===== config.mk =====
export PLATFORM = sky130hd
export DESIGN_NAME = log_sum_exp_pair_top
export DESIGN_NICKNAME = d
export VERILOG_FILES = /design/src/hw/rtl/lsep_pkg.sv /design/src/hw/rtl/lsep_corr_rom.sv /design/src/hw/rtl/lsep_core.sv /design/src/hw/rtl/lsep_cfg.sv /design/src/hw/rtl/log_sum_exp_pair_top.sv
export SDC_FILE = /design/constraint.sdc
export NUM_CORES = 1
export LEC_CHECK = 0
export ABC_AREA = 1
export BUFFER_PORTS_ARGS = -buffer_cell sky130_fd_sc_hd__buf_4
export CAP_MARGIN = 15
export CORE_MARGIN = 1
export CORE_UTILIZATION = 54
export DETAILED_ROUTE_END_ITERATION = 8
export PLACE_DENSITY = 0.81
export SYNTH_ARGS = -nofsm -noshare
export SYNTH_HDL_FRONTEND = slang
export SYNTH_HIERARCHICAL = 1
export SYNTH_SLANG_ARGS = --single-unit

===== constraint.sdc =====
create_clock -name clk -period 9.3 [get_ports clk]
set_clock_uncertainty 0.05 [all_clocks]
set_input_delay 0.93 -clock clk [delete_from_list [all_inputs] [get_ports clk]]
set_output_delay 0.93 -clock clk [all_outputs]
set_load 0.05 [all_outputs]

===== src/hw/rtl/lsep_pkg.sv =====
// ----------------------------------------------------------------------------
// lsep_pkg
// Shared types, class codes, register map and the correction table builder
// for the pairwise log-sum-exp block.
// ----------------------------------------------------------------------------
package lsep_pkg;

  localparam int VALUE_WIDTH      = 24;
  localparam int CUTOFF_WIDTH     = 23;
  localparam int STEP_SHIFT       = 4;
  localparam int FRAC_BITS_DEF    = 12;
  localparam int CORR_ENTRIES_DEF = 256;

  localparam logic [CUTOFF_WIDTH-1:0] CUTOFF_RESET = CUTOFF_WIDTH'(409600);

  localparam int CMP_W = ((VALUE_WIDTH + 1 > CUTOFF_WIDTH + 1) ?
                          VALUE_WIDTH + 1 : CUTOFF_WIDTH + 1) + 1;

  localparam int APB_ADDR_W = 3;
  localparam int APB_DATA_W = 32;
  localparam logic REG_CUTOFF = 1'b0;

  localparam logic [1:0] CLASS_FINITE  = 2'd0;
  localparam logic [1:0] CLASS_POS_INF = 2'd1;
  localparam logic [1:0] CLASS_NEG_INF = 2'd2;

  localparam logic signed [VALUE_WIDTH-1:0] VALUE_MAX = {1'b0, {(VALUE_WIDTH-1){1'b1}}};

  typedef struct packed {
    logic signed [VALUE_WIDTH-1:0] x_value;
    logic [1:0]                    x_class;
    logic signed [VALUE_WIDTH-1:0] y_value;
    logic [1:0]                    y_class;
  } in_item_t;

  typedef struct packed {
    logic signed [VALUE_WIDTH-1:0] sum_value;
    logic [1:0]                    sum_class;
    logic                          saturated;
  } out_item_t;

  // Shift-and-subtract division, used only while the table is elaborated.
  function automatic logic [63:0] udiv64(input logic [63:0] a, input logic [63:0] b);
    logic [64:0] rem;
    logic [63:0] q;
    rem = '0;
    q   = '0;
    for (int i = 63; i >= 0; i--) begin
      rem = {rem[63:0], a[i]};
      if (rem >= {1'b0, b}) begin
        rem  = rem - {1'b0, b};
        q[i] = 1'b1;
      end
    end
    return q;
  endfunction

  // Entry k holds ln(1 + exp(-k/16)) rounded to frac_bits fraction bits, built
  // with truncating Q32 arithmetic.
  function automatic logic [63:0] corr_entry(input int k, input int frac_bits);
    logic [63:0] c;
    logic [63:0] term;
    logic [63:0] e;
    logic [63:0] z;
    logic [63:0] z2;
    logic [63:0] s;
    logic [63:0] pw;
    logic [63:0] ln;
    int n;
    int m;
    c    = 64'd1 << 32;
    term = 64'd1 << 32;
    e    = 64'd1 << 32;
    for (n = 1; term != 64'd0 && n < 64; n++) begin
      term = udiv64(term >> STEP_SHIFT, 64'(n));
      if (n % 2 == 1) begin
        c = c - term;
      end else begin
        c = c + term;
      end
    end
    for (int j = 0; j < k; j++) begin
      e = (e * c) >> 32;
    end
    z  = udiv64(e << 31, e + (64'd1 << 33)) << 1;
    z2 = (z * z) >> 32;
    s  = '0;
    pw = z;
    for (m = 1; pw != 64'd0 && m < 200; m += 2) begin
      s  = s + udiv64(pw, 64'(m));
      pw = (pw * z2) >> 32;
    end
    ln = s << 1;
    return (ln + (64'd1 << (31 - frac_bits))) >> (32 - frac_bits);
  endfunction

endpackage


===== src/hw/rtl/lsep_corr_rom.sv =====
// ----------------------------------------------------------------------------
// lsep_corr_rom
// Constant correction table ln(1 + exp(-k/16)), read combinationally.
// ----------------------------------------------------------------------------
module lsep_corr_rom #(
  parameter int FRAC_BITS          = lsep_pkg::FRAC_BITS_DEF,
  parameter int CORRECTION_ENTRIES = lsep_pkg::CORR_ENTRIES_DEF,
  localparam int IDX_W = $clog2(CORRECTION_ENTRIES)
) (
  input  logic [IDX_W-1:0]     idx,
  output logic [FRAC_BITS-1:0] corr
);

  logic [FRAC_BITS-1:0] rom_tab [CORRECTION_ENTRIES];

  for (genvar k = 0; k < CORRECTION_ENTRIES; k++) begin : g_tab
    localparam logic [63:0] ENTRY = lsep_pkg::corr_entry(k, FRAC_BITS);
    assign rom_tab[k] = ENTRY[FRAC_BITS-1:0];
  end

  always_comb begin
    if (32'(idx) < 32'(CORRECTION_ENTRIES)) begin
      corr = rom_tab[idx];
    end else begin
      corr = '0;
    end
  end

endmodule


===== src/hw/rtl/lsep_core.sv =====
// ----------------------------------------------------------------------------
// lsep_core
// Single-pass max-star datapath: class handling, cutoff compare, table
// correction and saturation.
// ----------------------------------------------------------------------------
module lsep_core #(
  parameter int FRAC_BITS          = lsep_pkg::FRAC_BITS_DEF,
  parameter int CORRECTION_ENTRIES = lsep_pkg::CORR_ENTRIES_DEF
) (
  input  lsep_pkg::in_item_t                    item,
  input  logic [lsep_pkg::CUTOFF_WIDTH-1:0]     cutoff,
  output lsep_pkg::out_item_t                   result
);

  localparam int VW    = lsep_pkg::VALUE_WIDTH;
  localparam int CW    = lsep_pkg::CMP_W;
  localparam int IDX_W = $clog2(CORRECTION_ENTRIES);

  logic                  x_inf;
  logic                  y_inf;
  logic signed [CW-1:0]  d_w;
  logic signed [CW-1:0]  neg_d;
  logic signed [CW-1:0]  cut_w;
  logic signed [CW-1:0]  ncut_w;
  logic [VW:0]           ad;
  logic [VW:0]           idx_full;
  logic                  idx_ok;
  logic [FRAC_BITS-1:0]  rom_corr;
  logic [FRAC_BITS-1:0]  corr;
  logic signed [VW-1:0]  mx;
  logic signed [VW:0]    sum_w;
  logic                  ovf;

  assign x_inf = (item.x_class == lsep_pkg::CLASS_POS_INF) ||
                 (item.x_class == lsep_pkg::CLASS_NEG_INF);
  assign y_inf = (item.y_class == lsep_pkg::CLASS_POS_INF) ||
                 (item.y_class == lsep_pkg::CLASS_NEG_INF);

  assign d_w    = CW'(item.x_value) - CW'(item.y_value);
  assign neg_d  = -d_w;
  assign cut_w  = {{(CW-lsep_pkg::CUTOFF_WIDTH){1'b0}}, cutoff};
  assign ncut_w = -cut_w;

  assign ad       = d_w[CW-1] ? neg_d[VW:0] : d_w[VW:0];
  assign idx_full = ad >> (FRAC_BITS - lsep_pkg::STEP_SHIFT);
  assign idx_ok   = idx_full < (VW+1)'(CORRECTION_ENTRIES);

  lsep_corr_rom #(
    .FRAC_BITS          (FRAC_BITS),
    .CORRECTION_ENTRIES (CORRECTION_ENTRIES)
  ) u_rom (
    .idx  (idx_full[IDX_W-1:0]),
    .corr (rom_corr)
  );

  assign corr  = idx_ok ? rom_corr : '0;
  assign mx    = (item.x_value > item.y_value) ? item.x_value : item.y_value;
  assign sum_w = {mx[VW-1], mx} + $signed({{(VW+1-FRAC_BITS){1'b0}}, corr});
  assign ovf   = !sum_w[VW] && sum_w[VW-1];

  always_comb begin
    result.sum_value = '0;
    result.sum_class = lsep_pkg::CLASS_FINITE;
    result.saturated = 1'b0;
    if (x_inf && !y_inf) begin
      result.sum_value = item.y_value;
    end else if (!x_inf && y_inf) begin
      result.sum_value = item.x_value;
    end else if (x_inf && y_inf) begin
      result.sum_class = item.x_class;
    end else if (d_w >= cut_w) begin
      result.sum_value = item.x_value;
    end else if (d_w <= ncut_w) begin
      result.sum_value = item.y_value;
    end else if (ovf) begin
      result.sum_value = lsep_pkg::VALUE_MAX;
      result.saturated = 1'b1;
    end else begin
      result.sum_value = sum_w[VW-1:0];
    end
  end

endmodule


===== src/hw/rtl/lsep_cfg.sv =====
// ----------------------------------------------------------------------------
// lsep_cfg
// APB-style register slave holding the difference cutoff.
// ----------------------------------------------------------------------------
module lsep_cfg (
  input  logic                              clk,
  input  logic                              rst_n,
  input  logic                              psel,
  input  logic                              penable,
  input  logic                              pwrite,
  input  logic [lsep_pkg::APB_ADDR_W-1:0]   paddr,
  input  logic [lsep_pkg::APB_DATA_W-1:0]   pwdata,
  output logic [lsep_pkg::APB_DATA_W-1:0]   prdata,
  output logic                              pready,
  output logic [lsep_pkg::CUTOFF_WIDTH-1:0] cutoff
);

  logic [lsep_pkg::CUTOFF_WIDTH-1:0] cutoff_r;
  logic [lsep_pkg::CUTOFF_WIDTH-1:0] cutoff_nxt;
  logic                              reg_hit;

  assign pready  = 1'b1;
  assign reg_hit = paddr[lsep_pkg::APB_ADDR_W-1] == lsep_pkg::REG_CUTOFF;

  always_comb begin
    cutoff_nxt = cutoff_r;
    if (psel && penable && pwrite && reg_hit) begin
      cutoff_nxt = pwdata[lsep_pkg::CUTOFF_WIDTH-1:0];
    end
  end

  always_ff @(posedge clk) begin
    if (!rst_n) begin
      cutoff_r <= lsep_pkg::CUTOFF_RESET;
    end else begin
      cutoff_r <= cutoff_nxt;
    end
  end

  assign prdata = reg_hit ?
                  {{(lsep_pkg::APB_DATA_W-lsep_pkg::CUTOFF_WIDTH){1'b0}}, cutoff_r} : '0;
  assign cutoff = cutoff_r;

endmodule


===== src/hw/rtl/log_sum_exp_pair_top.sv =====
// ----------------------------------------------------------------------------
// log_sum_exp_pair_top
// Pairwise Jacobian logarithm ln(exp(x) + exp(y)) on Q fixed point operands.
// Path: an accepted input is held in the input register, and its result is
// then registered in the result register, which drives out_valid/out_data.
// Throughput: one item per cycle unless out_stall holds the result register;
// the two-stage pipeline advances whenever the next stage is free.
// Reset: synchronous; both stages empty, the cutoff returns to 100.0.
// ----------------------------------------------------------------------------
module log_sum_exp_pair_top #(
  parameter int FRAC_BITS          = lsep_pkg::FRAC_BITS_DEF,
  parameter int CORRECTION_ENTRIES = lsep_pkg::CORR_ENTRIES_DEF
) (
  input  logic                            clk,
  input  logic                            rst_n,
  input  logic                            in_valid,
  output logic                            in_stall,
  input  lsep_pkg::in_item_t              in_data,
  output logic                            out_valid,
  input  logic                            out_stall,
  output lsep_pkg::out_item_t             out_data,
  input  logic                            psel,
  input  logic                            penable,
  input  logic                            pwrite,
  input  logic [lsep_pkg::APB_ADDR_W-1:0] paddr,
  input  logic [lsep_pkg::APB_DATA_W-1:0] pwdata,
  output logic [lsep_pkg::APB_DATA_W-1:0] prdata,
  output logic                            pready
);

  logic                              s1_valid_r;
  logic                              s1_valid_nxt;
  lsep_pkg::in_item_t                s1_item_r;
  logic                              s2_valid_r;
  logic                              s2_valid_nxt;
  lsep_pkg::out_item_t               s2_item_r;
  lsep_pkg::out_item_t               core_res;
  logic [lsep_pkg::CUTOFF_WIDTH-1:0] cutoff;
  logic                              s2_load;
  logic                              s1_load;

  lsep_cfg u_cfg (
    .clk     (clk),
    .rst_n   (rst_n),
    .psel    (psel),
    .penable (penable),
    .pwrite  (pwrite),
    .paddr   (paddr),
    .pwdata  (pwdata),
    .prdata  (prdata),
    .pready  (pready),
    .cutoff  (cutoff)
  );

  lsep_core #(
    .FRAC_BITS          (FRAC_BITS),
    .CORRECTION_ENTRIES (CORRECTION_ENTRIES)
  ) u_core (
    .item   (s1_item_r),
    .cutoff (cutoff),
    .result (core_res)
  );

  assign s2_load  = !s2_valid_r || !out_stall;
  assign s1_load  = !s1_valid_r || s2_load;
  assign in_stall = !s1_load;

  always_comb begin
    s1_valid_nxt = s1_load ? in_valid : s1_valid_r;
    s2_valid_nxt = s2_load ? s1_valid_r : s2_valid_r;
  end

  always_ff @(posedge clk) begin
    if (!rst_n) begin
      s1_valid_r <= 1'b0;
      s2_valid_r <= 1'b0;
    end else begin
      s1_valid_r <= s1_valid_nxt;
      s2_valid_r <= s2_valid_nxt;
    end
  end

  always_ff @(posedge clk) begin
    if (s1_load && in_valid) begin
      s1_item_r <= in_data;
    end
    if (s2_load && s1_valid_r) begin
      s2_item_r <= core_res;
    end
  end

  assign out_valid = s2_valid_r;
  assign out_data  = s2_item_r;

  // A clipped result is always finite and pinned to the largest value.
  a_sat_value: assert property (@(posedge clk) disable iff (!rst_n)
    out_valid && out_data.saturated |->
      out_data.sum_class == lsep_pkg::CLASS_FINITE &&
      out_data.sum_value == lsep_pkg::VALUE_MAX)
    else $error("saturated result is not the finite maximum");

  // Two infinite operands give a zero value field and no clip flag.
  a_inf_zero: assert property (@(posedge clk) disable iff (!rst_n)
    out_valid && out_data.sum_class != lsep_pkg::CLASS_FINITE |->
      out_data.sum_value == '0 && !out_data.saturated)
    else $error("infinite result carries a value");

  // The input side only stalls while both registers hold items and out_stall is high.
  a_stall_full: assert property (@(posedge clk) disable iff (!rst_n)
    in_stall |-> s1_valid_r && s2_valid_r && out_stall)
    else $error("input stalled with room in the pipeline");

  // A stalled result stays in the result register unchanged.
  a_hold_s2: assert property (@(posedge clk) disable iff (!rst_n)
    s2_valid_r && out_stall |=> s2_valid_r && $stable(s2_item_r))
    else $error("result register changed while stalled");

endmodule


==> After elaboration in Yosys (flattened, before gate mapping) <==
Memories as Yosys holds them, arrays and structs flattened.
Index checks and enable logic that the tools add are counted.
{ "op_classes": {"n_shift": 0, "div_mod_pow": 0, "n_mul": 0, "bitwise": 3, "addsub": 4, "eq_ne": 4, "reduce_logical": 22, "n_mux": 13, "order_cmp": 5} }
{ "op_table": {"columns": ["op", "count"], "rows": [
  ["24-bit two-way mux", 7],
  ["12-bit two-way mux", 3],
  ["25-bit by 26-bit <= comparator with 1-bit output", 1],
  ["23-bit negation with 26-bit output", 1],
  ["24-bit by 13-bit adder with 25-bit output", 1],
  ["25-bit by 24-bit >= comparator with 1-bit output", 1],
  ["25-bit two-way mux", 1],
  ["25-bit negation", 1],
  ["24-bit by 24-bit subtractor with 25-bit output", 1],
  ["24-bit greater-than comparator", 1],
  ["23-bit two-way mux", 1],
  ["17-bit by 9-bit < comparator with 1-bit output (second input constant)", 1],
  ["9-bit >= comparator (second input constant)", 1],
  ["1-bit logical AND", 9],
  ["8-bit inverter with 9-bit output", 1],
  ["1-bit logical NOT", 7],
  ["5-bit OR reduction", 1],
  ["2-bit by 1-bit == test with 1-bit output (second input constant)", 2],
  ["2-bit == test (second input constant)", 2],
  ["1-bit logical OR", 4],
  ["3-bit OR reduction", 1],
  ["1-bit inverter", 2],
  ["1-bit two-way mux", 1]
]} }
{ "totals": {"rom_bits": 3072, "out_inout_bits": 62, "memories": 1, "regBits": 104, "latchBits": 0, "mem_bits_rw": 0} }
{ "mem_list": {"columns": ["memory", "depth", "word_bits", "rd", "rd_clocked_by_memory_dff", "write_ports", "line_no", "text"], "rows": [
  ["(no name shown)", 256, 12, 1, 0, 0, "lsep_corr_rom.sv:23", "corr = rom_tab[idx];"]
]} }

==> Logic depth before layout (Yosys ltp) <==
{ "logic_depth": {"depth_word": 17, "ltp_mapped": 53} }

==> Hierarchy <==
The synthesis kept the hierarchy.
{ "by_module_without_submodules": {"columns": ["mod", "cells_per_inst", "seq_area_each_um2", "area_per_inst_um2", "n_inst"], "rows": [
  ["lsep_core", 1156, 0.0, 6243.5, 1],
  ["log_sum_exp_pair_top", 92, 2412.3, 2467.4, 1],
  ["lsep_corr_rom", 298, 0.0, 1438.9, 1],
  ["lsep_cfg", 209, 460.4, 1367.6, 1]
]} }

==> Worst setup path after synthesis <==
Ideal clock, no wire load.
{ "synth_path": {"path_kind": "register to register", "startpoint": "register s1_item_r[2] in the netlist's numbering", "endpoint": "register s2_item_r, in the netlist out_data[11] (data pin)", "arrival_time_ns": 6.391, "period_less_slack_ns": 6.696, "setup_slack_ns": 2.604, "path_buffers": 2, "stages_incl_launch_ff": 47, "required_time_ns": 8.995, "path_cell_list": "edfxtp_1 -> ha_1 -> fa_1 -> nand3b_1 -> nand2_1 -> nand2_1 -> nand2_2 -> nand2_2 -> nand3_2 -> nand2_4 -> buf_4 -> nand2_1 -> inv_1 -> nor2_1 -> xor2_1 -> inv_1 -> ha_1 -> nand2_1 -> [... 11 more ...] -> inv_1 -> a21oi_1 -> inv_1 -> nand2_1 -> o211ai_1 -> nand2_1 -> nand2_1 -> nand2_4 -> nor2_2 -> nand3_2 -> nor2_4 -> nor2_4 -> buf_6 -> nand2_1 -> nand2_1 -> nand2_1 -> nand2_1 -> a21oi_2"} }
{ "synth_rtl": {"columns": ["item", "line_no", "text"], "rows": [
  ["start: declaration", "log_sum_exp_pair_top.sv:33", "lsep_pkg::in_item_t s1_item_r;"],
  ["start signal: assignment", "log_sum_exp_pair_top.sv:85", "s1_item_r <= in_data;"],
  ["end signal: assignment", "log_sum_exp_pair_top.sv:88", "s2_item_r <= core_res;"],
  ["end: declaration", "log_sum_exp_pair_top.sv:36", "lsep_pkg::out_item_t s2_item_r;"]
]} }

==> results.txt <==
----------------------------------------------------
[STA]
  Worst Max-Slew Pin Slew ... 1100 ps
  Max transition margin ... 0.262
  Final setup viols ... 0
  Shortest period the worst path allows ... 8090 ps
  Final Slew Violations ... 0
  Fin Setup TNS ... 0 ps
  Final count of hold timing violations ... 0
  Fin crit share ... 0.870
  Max frequency ... 124 MHz
  Unrepaired setup endpoints after global routing ... false

[Clocking]
  Root buffer cell ... clkbuf_16
  Clock Path Buffers ... 2
  TritonCTS clock tree ... done
  Number of sinks handled by clock tree synthesis ... 104
  CTS Hold Bufs ... 0
  Total clock buffers created by CTS ... 9
  Depth of the CTS H-tree ... 3
  Post-CTS Resized ... 0
  Clk slew on worst S/H paths ... 70 ps
  Clock latency on the worst-skew pair ... 360 ps
  Post-CTS Repair Setup Buffers ... 0

[Global route]
  Via count of the first global-routing pass ... 11100
  Global-route usage over all layers ... 0.299
  Largest net degree at the start of global routing ... 53
  Antenna violations before repair ... 0
  First-pass GRT wire length ... 52.9 mm
  Total congestion overflow after global routing ... 0

[Yosys]
  Summed instance area of the synthesized netlist ... 11500 um2
  Flops & latches, synth ... 104
  Xor-xnor portion of the synthesized cell area ... 0.0501
  Count of flip-flops with a built-in enable after synthesis ... 79
  Compound-gate portion of the synthesized area ... 0.116
  Largest family of logic cells by synthesized area ... simple AND/OR/NAND/NOR gates
  Mean cell area of the mapped netlist ... 6.56 um2
  Sequential share of the synthesized area ... 0.249
  Post-synthesis async set-or-reset flop share ... 0
  Adder-cell share of the synthesized area ... 0.108
  Multiplexer fraction of the synthesized cell area ... 0
  Post-Syn Instances ... 1755
  Synthesized-area fraction occupied by and/or/nand/nor cells ... 0.342
  Count of distinct cell types in the synthesized netlist ... 54
  Number of warnings reported in the yosys synthesis log ... 6
  Predominant post-synthesis flop cell ... edfxtp_1

[Floorplanning]
  Die height ... 148 um
  Width of the die ... 148 um
  Die Footprint ... 21900 um2
  Placeable core area ... 21000 um2
  Effective utilization at floorplan ... 0.550
  IO Pins ... 156
  Std cell rows ... 53

[Route]
  DRC violation count after routing ... 0
  Routed met3 length ... 2.21 mm
  Top Metal Used ... met4
  Starting DRC count in detailed routing ... 1009
  Number of nets with antenna violations after routing ... 0
  Routed metal-1 wirelength ... 13.4 mm
  DR vias ... 11800
  Detailed-route vias per instance ... 5.54
  Total length of routed met2 wires ... 15.9 mm
  Detailed-routing iteration count for the pre-antenna-repair pass ... 7
  Avg WL per Cell ... 15.2 um
  Wire length after detailed routing ... 32.5 mm

[Power and ir drop]
  Leakage power figure ... 0.00656 uW
  Maximum resistive drop on vdd ... 0.000118 V
  Pwr dens ... 182 nW/um2

[Worst setup path]
  Critical Path Source ... s1_item_r[2]$_DFFE_PP_
  Endpoint of the most critical register-to-register path ... out_data[3]$_DFFE_PP_
  Biggest fanout along the worst timing path ... 24
  Endpoint required time on the critical path ... 9360 ps
  Worst reg-to-reg path cell count ... 45
  Path type of the worst setup path ... reg2reg
  CP endpoint ... out_data[3]$_DFFE_PP_
  RR Startpoint ... s1_item_r[2]$_DFFE_PP_
  Slowest stage cell on the critical path ... nor2_4
  Worst endpoint data arrival time ... 8150 ps
  Cell with the most instances on the worst path ... nand2_1
  R2r setup slk ... 1210 ps
  Startpoint type of the worst setup path ... register
  CP endpoint kind ... register
  Delay contributed by the slowest stage of the critical path ... 590 ps

[Cells and area]
  Post-route core utilization ... 0.612
  Fin nets ... 2045
  Final non-filler cell total ... 2133
  Area added between synthesis and finish ... 11.4%
  Post-Layout Inst Area ... 12800 um2
  Number of inserted diodes ... 0
  Layout cell share with drive strength beyond 1 ... 0.145

[Run status]
  Outcome ... completed

[Placed design]
  Post-Place Cells ... 2117
  Port Buffers ... 134
  Final weighted congestion of routability-driven global placement ... 1.01
  Placed inst area ... 12500 um2
  Estimated wirelength of the detail-placed design ... 24.9 mm

[Hold path]
  Class of the tightest hold or removal check ... reg2reg

[Run]
  Max cap viols ... 0

----------------------------------------------------
-- per-layer routing --
layer,track usage,vias up
met5,0,-
met4,0.130,0
met3,0.0349,80
met2,0.518,543
met1,0.374,5409
li1,-,5780
-- per-stage QoR --
step                      hold slack (ps)  total power, uW  worst slack (ps)
after floorplan                       411             1600              2600
after global placement                435             1930              1600
after detailed placement              447             1940              1490
after CTS                             458             2320              1430
after global routing                  477             2520               707
final                                 454             2330              1210
-- layout make-up --
cell class / count / area, um2
clock buffers: 9 / 225
clock inverters: 7 / 66.3
fillers: 1982 / 8120
inverters: 293 / 1100
multi-input cells: 1300 / 7130
flip-flops and latches: 104 / 2870
well taps: 275 / 344
repair buffers: 145 / 1090
-- where the power goes --
part	switching [uW]	internal, uW
clock	185	187
sequential	24.3	538
combinational	958	440
-- critical path, delay by kind of cell, from the launching register on --
family,cells,cell delay [ps]
AOI/OAI and AO/OA,7,1130
xor gates and xnor gates,1,160
adders and majority gates,4,1390
buffers and inverters,6,770
DFF,1,450
and+or+nand+nor,27,3860
-- how the worst min path moves through the flow --
stage	depth (start not counted)	slack, ps	endpoint	from
finish	2	450	s1_valid_r$_SDFFE_PN0P_	s1_valid_r$_SDFFE_PN0P_
global route	2	480	s1_valid_r$_SDFFE_PN0P_	s1_valid_r$_SDFFE_PN0P_
detailed placement	2	450	s1_valid_r$_SDFFE_PN0P_	s1_valid_r$_SDFFE_PN0P_
CTS	2	460	s1_valid_r$_SDFFE_PN0P_	s1_valid_r$_SDFFE_PN0P_
global placement	2	430	s1_valid_r$_SDFFE_PN0P_	s1_valid_r$_SDFFE_PN0P_
floorplan	2	410	out_valid$_SDFFE_PN0P_	s1_valid_r$_SDFFE_PN0P_
-- logic make-up after synthesis --
| kind of cell | Yosys count |
|---|---|
| DFF | 104 |
| buffers and inverters | 359 |
| and+or+nand+nor | 893 |
| adders and majority gates | 98 |
| AOI/OAI and AO/OA | 234 |
| xor gates and xnor gates | 65 |
| other | 2 |
-- placed cells by master, fill, tap and decap left out, drive strengths merged --
cell / netlist / routed
nand4: 41 / 41
inv: 293 / 295
o21a: 1 / 1
a21boi: 1 / 1
fa: 2 / 2
nor4: 3 / 3
nand2: 495 / 495
clkinv: 0 / 3
xor2: 45 / 45
or2: 1 / 1
a211oi: 7 / 7
dfxtp: 25 / 25
nand3: 107 / 107
xnor2: 20 / 20
o21bai: 5 / 5
edfxtp: 79 / 79
conb: 2 / 10
a21oi: 111 / 111
o221ai: 1 / 1
or3: 1 / 1
a21o: 1 / 1
clkbuf: 24 / 9
and3: 1 / 1
nor2: 223 / 223
ha: 96 / 96
clkinvlp: 0 / 2
buf: 42 / 145
and2: 1 / 1
nor3: 15 / 15
o21ai: 87 / 87
o31ai: 1 / 1
nor4b: 1 / 1
o211ai: 6 / 6
nand3b: 4 / 4
a31oi: 13 / 13
-- flip-flops by register name, indices dropped and copies added (netlist names) --
signal        count
s1_valid_r        1
u_cfg/cutoff     23
s1_item_r        52
out_data         27
out_valid         1
-- cells in the mapped netlist, types with 4 or more instances --
| cell | count | area (um2) |
|---|---|---|
| a211oi_1 | 7 | 52.6 |
| a21oi_1 | 90 | 450 |
| a21oi_2 | 21 | 184 |
| a31oi_1 | 13 | 81.3 |
| buf_2 | 12 | 60.1 |
| buf_4 | 17 | 128 |
| buf_6 | 10 | 113 |
| clkbuf_1 | 22 | 82.6 |
| dfxtp_1 | 25 | 500 |
| edfxtp_1 | 79 | 2370 |
| ha_1 | 96 | 1200 |
| inv_1 | 288 | 1080 |
| inv_2 | 5 | 18.8 |
| nand2_1 | 470 | 1760 |
| nand2_2 | 22 | 138 |
| nand3_1 | 96 | 480 |
| nand3_2 | 10 | 100 |
| nand4_1 | 40 | 250 |
| nor2_1 | 185 | 694 |
| nor2_2 | 32 | 200 |
| nor2_4 | 5 | 56.3 |
| nor3_1 | 14 | 70.1 |
| o211ai_1 | 6 | 45.0 |
| o21ai_0 | 85 | 425 |
| o21bai_1 | 4 | 30.0 |
| xnor2_1 | 20 | 175 |
| xor2_1 | 44 | 385 |
(Power assumes the default switching activity.)
